## src/svw_pkg.sv

```systemverilog
//------------------------------------------------------------------------------
// svw_pkg
// shared constants, types and the cordic angle table of the scaled sine block
//------------------------------------------------------------------------------
`default_nettype none

package svw_pkg;

   // number format and cordic length
   localparam int FRAC_BITS     = 16;
   localparam int CORDIC_STAGES = 16;
   localparam int DATA_W        = 32;
   localparam int DIV_W         = DATA_W + FRAC_BITS;

   // angle reduction constants
   localparam logic [63:0] TWO_PI_Q32 = 64'd26986075409;
   localparam logic [63:0] TWO_PI_F   =
      (TWO_PI_Q32 + (64'd1 << (31 - FRAC_BITS))) >> (32 - FRAC_BITS);
   localparam logic [63:0] BIAS_K     = ((64'd1 << 32) + TWO_PI_F - 64'd1) / TWO_PI_F;
   localparam logic [63:0] BIAS       = BIAS_K * TWO_PI_F;
   localparam int          MOD_STEPS  = $clog2(2 * BIAS_K + 2);
   localparam int          MOD_W      = 35;

   // cordic datapath widths and q30 constants
   localparam int ANG_W = 35;
   localparam int XY_W  = 34;
   localparam logic signed [ANG_W-1:0] PI_Q30      = 35'sd3373259426;
   localparam logic signed [ANG_W-1:0] HALF_PI_Q30 = 35'sd1686629713;
   localparam logic signed [XY_W-1:0]  ONE_Q30     = 34'sd1073741824;
   localparam logic signed [XY_W-1:0]  GAIN_Q30    = 34'sd652032874;

   // fields that travel alongside the arithmetic
   typedef struct packed {
      logic signed [DATA_W-1:0] phase;
      logic signed [DATA_W-1:0] amplitude;
      logic signed [DATA_W-1:0] offset;
      logic                     zero;
      logic                     sat;
   } side_type;

   // atan(2^-i) in q30
   function automatic logic signed [ANG_W-1:0] atan_angle(input int i);
      logic signed [ANG_W-1:0] v;
      v = '0;
      case (i)
         0: v = 35'sd843314857;
         1: v = 35'sd497837829;
         2: v = 35'sd263043837;
         3: v = 35'sd133525159;
         4: v = 35'sd67021687;
         5: v = 35'sd33543516;
         6: v = 35'sd16775851;
         7: v = 35'sd8388437;
         8: v = 35'sd4194283;
         9: v = 35'sd2097149;
         default: begin
            if (i <= 30) begin
               v = 35'sd1 <<< (30 - i);
            end
         end
      endcase
      return v;
   endfunction

endpackage

`default_nettype wire

```

## src/svw_scale.sv

```systemverilog
//------------------------------------------------------------------------------
// svw_scale
// amplitude multiply, rounding, offset add and output saturation
//------------------------------------------------------------------------------
`default_nettype none

module svw_scale
   import svw_pkg::*;
(
   input  wire logic                     clock,
   input  wire logic                     reset,
   input  wire logic                     en,
   input  wire logic                     in_valid,
   input  wire logic signed [DATA_W-1:0] in_sine,
   input  wire side_type                 in_side,
   output      logic                     out_valid,
   output      logic signed [DATA_W-1:0] out_value,
   output      logic                     out_sat
);

   localparam int PROD_W = 2 * DATA_W;
   localparam int RND_W  = PROD_W - 30;
   localparam int SUM_W  = RND_W + 1;

   localparam logic signed [SUM_W-1:0] SUM_MAX =
      $signed(SUM_W'({1'b0, {(DATA_W-1){1'b1}}}));
   localparam logic signed [SUM_W-1:0] SUM_MIN =
      -$signed(SUM_W'(1) << (DATA_W - 1));

   logic                     prod_valid_ff;
   logic signed [PROD_W-1:0] prod_ff;
   side_type                 side_ff;

   // product stage
   always_ff @(posedge clock) begin
      if (reset) begin
         prod_valid_ff <= 1'b0;
      end else if (en) begin
         prod_valid_ff <= in_valid;
      end
      if (en) begin
         prod_ff <= in_sine * in_side.amplitude;
         side_ff <= in_side;
      end
   end

   // round half up, add offset, saturate
   logic signed [PROD_W-1:0] rnd_full;
   logic signed [RND_W-1:0]  rnd;
   logic signed [SUM_W-1:0]  sum;
   logic signed [DATA_W-1:0] value_in;
   logic                     sat_in;
   always_comb begin
      rnd_full = (prod_ff + (PROD_W'(1) <<< 29)) >>> 30;
      rnd      = rnd_full[RND_W-1:0];
      sum      = SUM_W'(rnd) + SUM_W'(side_ff.offset);
      sat_in   = side_ff.sat;
      if (side_ff.zero) begin
         value_in = side_ff.offset;
         sat_in   = 1'b0;
      end else if (sum > SUM_MAX) begin
         value_in = {1'b0, {(DATA_W-1){1'b1}}};
         sat_in   = 1'b1;
      end else if (sum < SUM_MIN) begin
         value_in = {1'b1, {(DATA_W-1){1'b0}}};
         sat_in   = 1'b1;
      end else begin
         value_in = sum[DATA_W-1:0];
      end
   end

   // output register
   logic                     out_valid_ff;
   logic signed [DATA_W-1:0] value_ff;
   logic                     sat_ff;

   always_ff @(posedge clock) begin
      if (reset) begin
         out_valid_ff <= 1'b0;
      end else if (en) begin
         out_valid_ff <= prod_valid_ff;
      end
      if (en) begin
         value_ff <= value_in;
         sat_ff   <= sat_in;
      end
   end

   assign out_valid = out_valid_ff;
   assign out_value = value_ff;
   assign out_sat   = sat_ff;

endmodule

`default_nettype wire

```

## config.mk

```make
export PLATFORM = sky130hd
export DESIGN_NAME = svw_scale
export DESIGN_NICKNAME = d
export VERILOG_FILES = /design/src/svw_pkg.sv /design/src/svw_scale.sv
export SDC_FILE = /design/constraint.sdc
export NUM_CORES = 2
export LEC_CHECK = 0
export ABC_CLOCK_PERIOD_IN_PS = 20600
export BUFFER_PORTS_ARGS = -buffer_cell sky130_fd_sc_hd__buf_2
export CAP_MARGIN = 40
export CELL_PAD_IN_SITES_DETAIL_PLACEMENT = 1
export CELL_PAD_IN_SITES_GLOBAL_PLACEMENT = 1
export CORE_MARGIN = 5
export CORE_UTILIZATION = 38
export DETAILED_ROUTE_END_ITERATION = 16
export PLACE_DENSITY = 0.71
export SLEW_MARGIN = 0
export SYNTH_ARGS = -nofsm -noshare
export SYNTH_HDL_FRONTEND = slang
export SYNTH_SLANG_ARGS = --single-unit
```

## constraint.sdc

```tcl
create_clock -name clock -period 20.6 [get_ports clock]
set_input_delay 3.09 -clock clock [delete_from_list [all_inputs] [get_ports clock]]
set_output_delay 3.09 -clock clock [all_outputs]
set_load 0.05 [all_outputs]
```

# --- After elaboration in Yosys (flattened, before gate mapping) ---
# Index checks and enable logic that the tools add are counted.
word_totals:
  latch_bits: 0
  word_cells: 18
  register_bits: 133
  inputBits: 134
  rom_bits: 0
  mem_count: 0
  ramBits: 0
op_classes:
  n_lt_le_gt_ge: 2
  addsub: 2
  div: 0
  shifts: 0
  n_eq_ne: 0
  n_reduce_logical: 0
  n_mul: 1
  muxes: 5
  n_bitwise: 0
op_table:
  columns: ["cell", "n"]
  rows:
  - ["32-bit two-way mux", 3]
  - ["64-bit by 31-bit adder with 64-bit output (second input constant)", 1]
  - ["32-bit by 32-bit multiplier with 64-bit output", 1]
  - ["34-bit by 32-bit adder with 35-bit output", 1]
  - ["35-bit by 32-bit greater-than comparator with 1-bit output (second input constant)", 1]
  - ["35-bit by 32-bit less-than comparator with 1-bit output (second input constant)", 1]
  - ["1-bit two-way mux", 2]

# --- Depth between registers and ports, before layout ---
logic_depth:
  ltp_word: 6
  ltp_mapped: 28
  mapped_depth_nobuf: 27

# --- Worst setup path before layout ---
# No wires, ideal clock.
synth_timing:
  path_type: "input-to-reg"
  startpoint: "input port in_sine[31]"
  endpoint: "register prod_ff[62] (data pin)"
  t_arrival_ns: 10.757
  setup_time_ns: 0.258
  setup_slack_ns: 9.585
  path_stages: 28
  n_path_buf: 1
  path_cell_list: "clkbuf_1 > nand2_1 > inv_1 > fa_1 > inv_1 > fa_1 > fa_1 > inv_1 > fa_1 > inv_1 > fa_1 > inv_1 > fa_1 > fa_1 > inv_1 > fa_1 > inv_1 > ha_1 > a21o_1 > a21o_1 > a21oi_1 > nand2_1 > a2111oi_2 > o31ai_1 > a311oi_1 > o21ai_1 > a21oi_1 > xnor2_1"
synth_between:
  elab_chain_cells: 1
synth_rtl:
  columns: ["element", "line", "rtl"]
  rows:
  - ["start: declaration", "svw_scale.sv:14", "input wire logic signed [DATA_W-1:0] in_sine,"]
  - ["32-bit by 32-bit multiplier with 64-bit output", "svw_scale.sv:42", "prod_ff <= in_sine * in_side.amplitude;"]
  - ["end signal: assignment", "svw_scale.sv:42", null]
  - ["end: declaration", "svw_scale.sv:31", "logic signed [PROD_W-1:0] prod_ff;"]
# No other way between the ends.
# A chain may end at the register's enable or synchronous reset.

# --- Worst setup path after layout ---
# Same ends and word-level chain as after synthesis.

==> impl_metrics.json <==
{
  "synth_top_area_share": 0.523,
  "required_ps": 20710,
  "crit_fanout": 32,
  "drc": 0,
  "setup_viol": 0,
  "drt_iter0_drc": 1224,
  "crit_path_frequent_cell": "fa_1",
  "crit_buf_inv": 8,
  "clk-insertion-delay-late_ps": 360,
  "synth_mux_area_frac": 0.000996,
  "syn_area_per_cell_um2": 9.59,
  "critPathTopFamily": "adder cells",
  "fmax_mhz": 79.5,
  "hp-class": "flop to flop",
  "synthDistinctLibCells": 65,
  "track_usage": 0.206,
  "post-route-period-util": 0.611,
  "design.die.area_um2": 116000,
  "critical_path_class": "primary input to flop",
  "portBuffers": 135,
  "slew_viol_final": 0,
  "layout_commonest_cell": "fa_1",
  "boundaryPins": 168,
  "finalHoldViolations": 0,
  "ys_ff_latch": 104,
  "synth_compound_area_frac": 0.0470,
  "wirelength_mm": 116,
  "cts_hold_buf": 0,
  "grt_start_max_net_pins": 68,
  "synthXorXnorAreaFrac": 0.0237,
  "core_um2": 109000,
  "netlist_area_um2": 41500,
  "rsz0062_at_grt": "false",
  "die_w_um": 340,
  "yosysSeqAreaShare": 0.0749,
  "dp_hpwl_mm": 95.7,
  "fin_tns_setup_ps": 0,
  "yosys_warnings": 0,
  "synth_largest_area_cell": "fa_1",
  "cts_setup_buffers": 0,
  "whs_ps": 505,
  "status": "finished clean",
  "cp_data_arrival_time_ps": 12690,
  "clk_pin_slew_worst_paths_ps": 90,
  "clockRootBuffer": "clkbuf_16",
  "initial_core_util": 0.382,
  "gr-total-overflow": 0,
  "cp-start-kind": "primary input",
  "ys_top_cells_by_area": "fa_1 (52%), inv_1 (8.7%), and2_1 (7.8%)",
  "async_flop_share": 0,
  "synth_cells": 4324,
  "drt-vias-per-instance": 5.09,
  "synthSimpleGateAreaFrac": 0.159,
  "slowest_delay_ps": 980,
  "max_slew.worst_pin.slew_ps": 967,
  "synth_flop_cell": "edfxtp_1",
  "cts_buffers": 9,
  "post-route-min-period_ps": 12580,
  "clkSinkCount": 104,
  "synthesis.nets": 5755,
  "areaGrowthSynthToFinish_pct": 5.22,
  "end_kind": "flop",
  "die_h_um": 340,
  "worst_path_max_delay_cell": "fa_1",
  "grt_pass1_vias": 34200,
  "cts_tree": "done",
  "max_slew_margin": 0.356,
  "dp_cells": 5685,
  "synth_fa_ha_area_frac": 0.587,
  "final-instance-count-excl-fill": 5703,
  "grt_pass1_wl_mm": 190,
  "core.rowCount": 121,
  "antenna_found_initial": 5,
  "fin_skew_ps": 13.3,
  "final_cell_mix": "fa_1 (1082), inv_1 (966), nand2_1 (575)",
  "cap_violations": 0,
  "utilization": 0.402,
  "clock_path_buffers": 2,
  "nNetsFinal": 5713,
  "gp_congestion": 0.834,
  "synth_top_family_by_area": "adder cells",
  "dr.pass1.iters": 5,
  "synth_edf_count": 102,
  "wl_per_cell_um": 20.4,
  "postRouteAntennaNets": 0,
  "htreeDepth": 3,
  "drive_gt1_frac": 0.0439,
  "cts_resized": 0,
  "dr_total_vias": 29000
}
[synth_stat cells (3+ instances only)]
cell type and instances:
nand2_1 575, o21a_1 10, nand4_1 11, xnor2_1 76
a221o_1 6, nand2b_1 17, a21oi_1 89, o21ai_0 43
clkbuf_1 212, a311oi_1 5, a221oi_1 4, a41oi_1 3
or2_2 3, o211ai_1 16, and2_1 520, inv_1 966
a21o_1 29, a2111oi_0 5, nor3_1 16, mux2i_1 3
or3_1 3, a41o_1 3, nand3b_1 4, nand3_1 36
xor2_1 36, a31oi_1 10, buf_2 5, nor4_1 4
nor2b_1 17, a211oi_1 9, o21bai_1 14, and4_1 5
o21ai_1 31, nor2_1 85, ha_1 215, edfxtp_1 102
and3_1 16, fa_1 1082
[metrics by stage]
stage	instance area [µm²]	worst slack, ps
2_1_floorplan	41500	9590
4_1_cts	43600	7960
6_report	43600	8020
5_1_grt	43600	7450
3_5_place_dp	43300	7610
3_3_place_gp	43300	7900
[registers in the layout, summed over array words and instances, names as in the netlist]
name	flops
out_sat	1
side_ff	34
out_value	32
prod_ff	35
out_valid	1
prod_valid_ff	1
[path summary, 6_finish.rpt]
path	cells past startpoint	to	startpoint	slack (ps)
min reg2reg	2	out_valid	out_valid	510
max reg2reg	19	out_value[6]	prod_ff[31]	14660
min	2	out_valid	out_valid	510
max	28	prod_ff[62]	in_sine[31]	8020
[tightest hold or removal path, stage by stage, from the launching register on]
cell and delay (ps):
dfxtp_1 330, mux2i_1 60, nor2_1 80
[layer usage]
metal | wire length [µm] | track usage
met4 | 3560 | 0.0578
met2 | 59900 | 0.368
met1 | 48400 | 0.266
met5 | 0 | 0
met3 | 4250 | 0.0209
[cell families after synthesis]
logic type	after synthesis
fa+ha+maj	1297
simple gates	1318
mux	4
xor+xnor	112
compound gates	304
flops	104
buf+inv	1185
[area by class of cell]
| class | instances | area, µm² |
|---|---|---|
| fill | 12400 | 64900 |
| antenna | 2 | 5.00 |
| sequential | 104 | 3100 |
| multi-input combinational | 3035 | 33900 |
| tap | 1414 | 1770 |
| inverter | 967 | 3630 |
| clock buffer | 9 | 225 |
| clock inverter | 7 | 71.3 |
| timing repair buffer | 165 | 916 |
Power is left out: the tool's default activity adds up to more than one toggle a clock period on the data nets, which glitch-free logic cannot reach.
