--- config.mk ---
export PLATFORM = sky130hd
export DESIGN_NAME = svw_angle
export DESIGN_NICKNAME = d
export VERILOG_FILES = /design/src/svw_pkg.sv /design/src/svw_angle.sv
export SDC_FILE = /design/constraint.sdc
export NUM_CORES = 2
export LEC_CHECK = 0
export BUFFER_PORTS_ARGS = -buffer_cell sky130_fd_sc_hd__buf_2
export CAP_MARGIN = 20
export CORE_MARGIN = 5
export CORE_UTILIZATION = 40
export DETAILED_ROUTE_END_ITERATION = 12
export PLACE_DENSITY = 0.66
export RECOVER_POWER = 100
export REMOVE_ABC_BUFFERS = 1
export SYNTH_ARGS = -nofsm -noshare
export SYNTH_HDL_FRONTEND = slang
export SYNTH_SLANG_ARGS = --single-unit
--- constraint.sdc ---
create_clock -name clock -period 6.3 [get_ports clock]
set_input_delay 0.63 -clock clock [delete_from_list [all_inputs] [get_ports clock]]
set_output_delay 0.63 -clock clock [all_outputs]
set_load 0.05 [all_outputs]
--- src/svw_pkg.sv ---
//------------------------------------------------------------------------------
// svw_pkg
// shared constants, types and the cordic angle table of the scaled sine block
//------------------------------------------------------------------------------
`default_nettype none

package svw_pkg;

   // number format and cordic length
   localparam int FRAC_BITS     = 16;
   localparam int CORDIC_STAGES = 16;
   localparam int DATA_W        = 32;
   localparam int DIV_W         = DATA_W + FRAC_BITS;

   // angle reduction constants
   localparam logic [63:0] TWO_PI_Q32 = 64'd26986075409;
   localparam logic [63:0] TWO_PI_F   =
      (TWO_PI_Q32 + (64'd1 << (31 - FRAC_BITS))) >> (32 - FRAC_BITS);
   localparam logic [63:0] BIAS_K     = ((64'd1 << 32) + TWO_PI_F - 64'd1) / TWO_PI_F;
   localparam logic [63:0] BIAS       = BIAS_K * TWO_PI_F;
   localparam int          MOD_STEPS  = $clog2(2 * BIAS_K + 2);
   localparam int          MOD_W      = 35;

   // cordic datapath widths and q30 constants
   localparam int ANG_W = 35;
   localparam int XY_W  = 34;
   localparam logic signed [ANG_W-1:0] PI_Q30      = 35'sd3373259426;
   localparam logic signed [ANG_W-1:0] HALF_PI_Q30 = 35'sd1686629713;
   localparam logic signed [XY_W-1:0]  ONE_Q30     = 34'sd1073741824;
   localparam logic signed [XY_W-1:0]  GAIN_Q30    = 34'sd652032874;

   // fields that travel alongside the arithmetic
   typedef struct packed {
      logic signed [DATA_W-1:0] phase;
      logic signed [DATA_W-1:0] amplitude;
      logic signed [DATA_W-1:0] offset;
      logic                     zero;
      logic                     sat;
   } side_type;

   // atan(2^-i) in q30
   function automatic logic signed [ANG_W-1:0] atan_angle(input int i);
      logic signed [ANG_W-1:0] v;
      v = '0;
      case (i)
         0: v = 35'sd843314857;
         1: v = 35'sd497837829;
         2: v = 35'sd263043837;
         3: v = 35'sd133525159;
         4: v = 35'sd67021687;
         5: v = 35'sd33543516;
         6: v = 35'sd16775851;
         7: v = 35'sd8388437;
         8: v = 35'sd4194283;
         9: v = 35'sd2097149;
         default: begin
            if (i <= 30) begin
               v = 35'sd1 <<< (30 - i);
            end
         end
      endcase
      return v;
   endfunction

endpackage

`default_nettype wire

--- src/svw_angle.sv ---
//------------------------------------------------------------------------------
// svw_angle
// quotient saturation, phase add, reduction modulo two pi and quadrant fold
//------------------------------------------------------------------------------
`default_nettype none

module svw_angle
   import svw_pkg::*;
(
   input  wire logic                    clock,
   input  wire logic                    reset,
   input  wire logic                    en,
   input  wire logic                    in_valid,
   input  wire logic [DIV_W-1:0]        in_quo,
   input  wire logic                    in_neg,
   input  wire side_type                in_side,
   output      logic                    out_valid,
   output      logic signed [ANG_W-1:0] out_angle,
   output      side_type                out_side
);

   localparam logic [MOD_W-1:0] MOD_C    = MOD_W'(TWO_PI_F);
   localparam logic [MOD_W-1:0] MOD_BIAS = MOD_W'(BIAS);

   logic             valid_ff [0:MOD_STEPS];
   logic [MOD_W-1:0] val_ff   [0:MOD_STEPS];
   side_type         side_ff  [0:MOD_STEPS];

   logic                    sat_q;
   logic signed [DATA_W-1:0] q;
   logic signed [DATA_W:0]   a_sum;
   logic [MOD_W-1:0]         val_in;
   side_type                 side_in;

   // saturate the quotient, add phase and bias to a nonnegative value
   always_comb begin
      if (in_neg) begin
         sat_q = in_quo > (DIV_W'(1) << (DATA_W - 1));
      end else begin
         sat_q = in_quo > ((DIV_W'(1) << (DATA_W - 1)) - DIV_W'(1));
      end
      if (sat_q) begin
         q = in_neg ? {1'b1, {(DATA_W-1){1'b0}}} : {1'b0, {(DATA_W-1){1'b1}}};
      end else begin
         q = in_neg ? -$signed(in_quo[DATA_W-1:0]) : $signed(in_quo[DATA_W-1:0]);
      end
      a_sum       = {q[DATA_W-1], q} + {in_side.phase[DATA_W-1], in_side.phase};
      val_in      = MOD_W'(a_sum) + MOD_BIAS;
      side_in     = in_side;
      side_in.sat = sat_q & ~in_side.zero;
   end

   always_ff @(posedge clock) begin
      if (reset) begin
         valid_ff[0] <= 1'b0;
      end else if (en) begin
         valid_ff[0] <= in_valid;
      end
      if (en) begin
         val_ff[0]  <= val_in;
         side_ff[0] <= side_in;
      end
   end

   // conditional subtract of the modulus times a power of two, largest first
   for (genvar j = 0; j < MOD_STEPS; j++) begin : g_mod
      logic [MOD_W-1:0] sub;
      assign sub = MOD_C << (MOD_STEPS - 1 - j);

      always_ff @(posedge clock) begin
         if (reset) begin
            valid_ff[j+1] <= 1'b0;
         end else if (en) begin
            valid_ff[j+1] <= valid_ff[j];
         end
         if (en) begin
            val_ff[j+1]  <= (val_ff[j] >= sub) ? val_ff[j] - sub : val_ff[j];
            side_ff[j+1] <= side_ff[j];
         end
      end
   end

   // rescale to q30 and fold into the half circle around zero
   logic signed [ANG_W-1:0] r;
   logic signed [ANG_W-1:0] angle_in;
   always_comb begin
      r = $signed(ANG_W'(val_ff[MOD_STEPS])) <<< (30 - FRAC_BITS);
      if (r > PI_Q30) begin
         r = r - (PI_Q30 <<< 1);
      end
      if (r > HALF_PI_Q30) begin
         angle_in = PI_Q30 - r;
      end else if (r < -HALF_PI_Q30) begin
         angle_in = -PI_Q30 - r;
      end else begin
         angle_in = r;
      end
   end

   logic                    out_valid_ff;
   logic signed [ANG_W-1:0] angle_ff;
   side_type                side_out_ff;

   always_ff @(posedge clock) begin
      if (reset) begin
         out_valid_ff <= 1'b0;
      end else if (en) begin
         out_valid_ff <= valid_ff[MOD_STEPS];
      end
      if (en) begin
         angle_ff    <= angle_in;
         side_out_ff <= side_ff[MOD_STEPS];
      end
   end

   assign out_valid = out_valid_ff;
   assign out_angle = angle_ff;
   assign out_side  = side_out_ff;

endmodule

`default_nettype wire

# Word level (Yosys, flattened, before mapping)

Memories as Yosys holds them, arrays and structs flattened. A register that Yosys moved wholly into a read port is not among the register bits.
Cells that the tools add are included.

Register bits: 35
Memory bits (writable): 2144
Input port bits: 151
Output and inout bits: 134
Logic and storage cells: 107
Memories: 3

Memories:

| memory   | depth | width | rd ports | clocked after memory_dff | write ports | line            | text |
|---|---|---|---|---|---|---|---|
| side_ff  | 16    | 98    | 16       | 1                        | 16          | svw_angle.sv:27 | `side_type side_ff [0:MOD_STEPS];` |
| val_ff   | 16    | 35    | 16       | 0                        | 16          | svw_angle.sv:26 | `logic [MOD_W-1:0] val_ff [0:MOD_STEPS];` |
| valid_ff | 16    | 1     | 16       | 1                        | 16          | svw_angle.sv:25 | `logic valid_ff [0:MOD_STEPS];` |

Add/sub/neg operators: 21
Magnitude comparators: 20
Multiplexer cells: 44
Bitwise logic cells: 18

Operator list:

| kind                                                            | count |
|---|---|
| 2-to-1 mux 35 bit                                               | 18 |
| 2-to-1 mux 32 bit                                               | 3 |
| subtractor 33 x 35 -> 35 bit, first input constant              | 2 |
| greater-than comparator 48 x 31 -> 1 bit, second input constant | 1 |
| greater-than comparator 48 x 32 -> 1 bit, second input constant | 1 |
| adder 33 x 34 -> 35 bit, second input constant                  | 1 |
| >= comparator 35 x 19 -> 1 bit, second input constant           | 1 |
| >= comparator 35 x 20 -> 1 bit, second input constant           | 1 |
| >= comparator 35 x 21 -> 1 bit, second input constant           | 1 |
| >= comparator 35 x 22 -> 1 bit, second input constant           | 1 |
| >= comparator 35 x 23 -> 1 bit, second input constant           | 1 |
| >= comparator 35 x 24 -> 1 bit, second input constant           | 1 |
| >= comparator 35 x 25 -> 1 bit, second input constant           | 1 |
| >= comparator 35 x 26 -> 1 bit, second input constant           | 1 |
| >= comparator 35 x 27 -> 1 bit, second input constant           | 1 |
| >= comparator 35 x 28 -> 1 bit, second input constant           | 1 |
| >= comparator 35 x 29 -> 1 bit, second input constant           | 1 |
| >= comparator 35 x 30 -> 1 bit, second input constant           | 1 |
| >= comparator 35 x 31 -> 1 bit, second input constant           | 1 |
| >= comparator 35 x 32 -> 1 bit, second input constant           | 1 |
| >= comparator 35 x 33 -> 1 bit, second input constant           | 1 |
| greater-than comparator 35 x 32 -> 1 bit, second input constant | 1 |
| greater-than comparator 35 x 33 -> 1 bit, second input constant | 1 |
| less-than comparator 35 x 32 -> 1 bit, second input constant    | 1 |
| 22 further kinds                                                | 59 |

# Depth between registers and ports, before layout

An unclocked memory read counts as a cell.

Depth after elaboration: 6
Mapped depth: 24
Depth with buffers taken out: 24

# Worst setup path after synthesis

Ideal clock, no wire load.

Kind: input -> register
Start: input in_quo[10]
End: memory val_ff[0][24], data pin
Library setup time: 0.260 ns
Data arrival time: 5.040 ns
Path slack: 1.000 ns
Stages: 21
Buffers on the path: 1
Path through: nor4_1 nor4bb_1 nand3_1 nor4_1 o21bai_1 nor2_1 clkbuf_1 a21oi_1 o21ai_0 ha_1 inv_1 ha_1 a21o_1 a21o_1 a21o_1 a211oi_1 nor3_1 or2_2 a21bo_2 a21oi_1 xnor2_1

RTL lines:

| item        | line            | text |
|---|---|---|
| from (decl) | svw_angle.sv:14 | `input wire logic [DIV_W-1:0] in_quo,` |
| to (decl)   | svw_angle.sv:26 |  |

==> out/qor.txt <==
DIE
--------------------------------------------------------------------------------
Area of the core                                                    205000 sq um
Die Span X                                                                463 um
Height of the die                                                         463 um
I/O pin count                                                                285
Row cnt                                                                      166
Initial core utilization                                                   40.2%
Area of the die                                                     215000 sq um

SETUP PATH
--------------------------------------------------------------------------------
Start-to-end type of the worst setup path                                 in2reg
Crit path max fanout                                                           9
CP arrival                                                               5.93 ns
Worst flop-to-flop path startpoint                                  val_ff[7][55]
Data required time at the worst endpoint                                 6.91 ns
Reg2Reg Setup Slack                                                      1.10 ns
Sort of element at the end of the critical path                        flip-flop
CP Launch Point                                                        in_quo[6]
Startpoint types                                                    primary input

DETAILED ROUTING
--------------------------------------------------------------------------------
Ratio of routed vias to standard cells                                      4.73
Sum of routed wire length over all layers                              124000 um
Count of nets left with antenna violations after detail routing                0
Detailed Route Iter0 Violations                                             2643
Initial DRT Pass Iterations                                                    5
Total number of vias                                                       37721
Final routed wire length divided by cell count                           15.5 um
DRC errors left                                                                0

STA
--------------------------------------------------------------------------------
Minimum period implied by the final worst setup slack                    5.31 ns
Rel. slew slack                                                            -174%
Max Fclk                                                                 188 MHz
RSZ-0062 raised after global routing                                          no
Count of endpoints failing hold in the final timing report                     0
Period Utilization, post-route                                             84.3%
Slew Viols, Final                                                            833
Actual transition at the worst max-transition pin                        4.10 ns
Final worst clock skew                                                 0.0695 ns
# setup viols final                                                            0
Setup Total Neg Slack                                                       0 ns

FINISH
--------------------------------------------------------------------------------
Area added between synthesis and finish                                    15.8%
Highest-count cells in the layout ignoring fill and taps            2256 x edfxtp_1, 273 x nand2_1, 269 x nor2_1
Final nets                                                                  5326
Leading cell type in the layout, fill and taps excluded                 edfxtp_1
Layout cell share with drive strength beyond 1                             9.08%
Final Util                                                                 46.5%
FILL cells                                                                 17098

HOLD PATH
--------------------------------------------------------------------------------
Type of the most critical hold path                                      reg2reg
Worst hold path startpoint                                          side_ff[13][12]

SYNTH
--------------------------------------------------------------------------------
Library cells used by synthesis                                               95
Share of the synthesized area in compound gates (AO/OA/AOI/OAI)            3.72%
Synthesis Warnings                                                             0
Post-Synthesis Cells                                                        4511
Synth async-reset ratio                                                       0%
Largest family of logic cells by synthesized area                   simple AND/OR/NAND/NOR gates
Dominant register cell in the synthesized netlist                       edfxtp_1
Multiplexer share of the synthesized area                                 0.295%
Top area cells in the synthesized netlist                           edfxtp_1 82%, xnor2_1 2.8%, xor2_1 2.0%
Post-synth top area cell                                                edfxtp_1
Fraction of post-synthesis cell area in the top cell type by area          82.4%
Proportion of synthesized chip area in sequential cells                    82.4%
Synthesized area per cell                                             18.2 sq um
Number of flops mapped to enable cells by yosys                             2256
Seq cells post-synth                                                        2257
Adder-Cell Fraction of Synth Area                                          1.36%
Xor-xnor portion of the synthesized cell area                              4.81%
Cell area after synthesis                                            82200 sq um
Simple logic cell fraction of the synthesized area                         6.54%

STATUS
--------------------------------------------------------------------------------
Result of the run                                                   complete, but fails checks
Violated checks                                                     capacitance limit, slew limit

CLOCK TREE
--------------------------------------------------------------------------------
Root cell of the clock tree                                            clkbuf_16
Clock transition at the registers of the reported paths                  0.06 ns
CTS H-Tree Depth                                                               4
Buffer levels on the longest clock path                                        3
Insertion delay of the later-clocked pin in the worst-skew pair          0.87 ns
Number of CTS-inserted buffers                                               222
TritonCTS clock tree                                                       built
Sinks on Clock Net                                                          2257
Number of resized instances in the post-cts repair step                        0

GLOBAL ROUTING
--------------------------------------------------------------------------------
Number of global-route vias before repair                                  37970
Global-route wire length before repair                                 198000 um
Total global-route track usage                                             11.4%
Largest net degree at the start of global routing                            201
Initial antenna violation count                                                4
GRT Residual Overflow                                                          0

POWER
--------------------------------------------------------------------------------
Maximum resistive drop on vdd                                             311 uV
Static Leak                                                              32.5 nW
Power per cell area                                                  380 nW/um^2

PLACED DESIGN
--------------------------------------------------------------------------------
Final Wtd Congestion                                                       0.868
Port buffer count                                                            282
Final HPWL from detailed placement                                      77800 um

FLOW RUN
--------------------------------------------------------------------------------
Reported max-cap violation count                                              11

==> worst max-delay path: stages <==
cell	delay [ns]
clkbuf_1	0.12
nor4_1	0.51
nor4bb_1	0.50
nand3_1	0.18
nor4_1	0.25
o21bai_1	0.25
nor2_1	0.27
clkbuf_1	0.35
a31oi_1	0.07
o21ai_0	0.37
ha_1	0.31
inv_1	0.07
ha_1	0.28
a21o_1	0.18
a21o_1	0.19
a211oi_1	0.30
nor3_1	0.12
o2111ai_1	0.40
a21oi_1	0.19
o21ai_0	0.27
xnor2_1	0.10
==> report_power, final <==
group / internal, mW / leakage (nW) / switching [mW]
Clock: 7.64 / 3.61 / 5.51
Combinational: 1.33 / 6.79 / 2.31
Sequential: 18.4 / 22.1 / 0.881
Total: 27.4 / 32.5 / 8.70
==> flip-flops by register name (all words and copies together), names as in the netlist <==
| register | count |
|---|---|
| val_ff | 546 |
| side_ff | 1568 |
| out_valid | 1 |
| out_angle | 28 |
| out_side | 98 |
| valid_ff | 16 |
==> routing by layer <==
metal  vias to the layer above  share of wire (%)  GRT usage [%]
li1                      18568                  -              -
met1                     18071                 41           13.3
met2                       766                 50           19.7
met3                       314                4.6           2.55
met4                         2                4.4           5.82
met5                         -              0.011              0
==> kinds of logic (layout without fill, tap and decap cells) <==
| family | Yosys count | in the layout |
|---|---|---|
| AND/OR/NAND/NOR | 1082 | 1082 |
| buffers and inverters | 158 | 924 |
| XOR/XNOR | 449 | 449 |
| adder cells (fa/ha/maj) | 89 | 89 |
| multiplexers | 23 | 23 |
| AO/OA/AOI/OAI | 452 | 452 |
| flip-flops | 2257 | 2257 |
| other | 1 | 6 |
==> Yosys cell counts, drive strengths merged, types with 5 or more instances <==
cell	n
o32ai	7
o21a	17
nand2	273
o22a	6
and2	26
nor3b	5
a31oi	21
o31ai	18
a31o	7
nand3	69
o21ai	100
mux2i	13
or4	37
a21o	27
o22ai	25
a21oi	96
nor3	98
buf	29
xor2	187
xnor2	262
inv	84
o211ai	12
clkbuf	44
a211oi	18
nand3b	17
or2	14
o21bai	14
and4	7
ha	88
nand4	60
edfxtp	2256
nor4	88
a21boi	22
or3	27
and3	19
nand2b	29
nor2	270
mux2	10
nor2b	27
==> what timing repair did <==
action / in CTS / in global routing
hold buffers: 99 / 0
hold endpoints to repair: 99 / 0
buffers inserted: 0 / 0
==> final timing paths <==
check	end	depth (start not counted)
worst max-delay path	val_ff[0][30]	21
worst max register to register	out_angle[32]	10
worst min register to register	side_ff[14][12]	0
worst min-delay path	side_ff[14][12]	0
==> area by class of cell <==
cell class / instances / area (sq um) / share of cell area, %
multi-input combinational: 2096 / 13700 / 14.4
clock buffer: 272 / 5760 / 6.06
tap: 2688 / 3360 / 3.53
antenna: 5 / 12.5 / 0.0131
clock inverter: 143 / 1720 / 1.81
timing repair buffer: 424 / 2510 / 2.63
inverter: 85 / 319 / 0.335
sequential: 2257 / 67800 / 71.2
==> stage by stage <==
step | hold slack, ns | cells | setup WS, ns | instance area (sq um) | total power [mW]
5_1_grt | 0.361 | 7970 | 0.544 | 95200 | 37.8
6_report | 0.371 | 7970 | 0.988 | 95200 | 36.1
3_3_place_gp | 0.400 | 7451 | 0.415 | 87100 | 23.2
2_1_floorplan | 0.400 | 4438 | 0.119 | 81800 | 22.0
3_5_place_dp | 0.405 | 7451 | 0.356 | 87100 | 23.3
4_1_cts | 0.285 | 7965 | 1.31 | 95600 | 36.7
No activity file was read; power rests on OpenSTA's default activity.
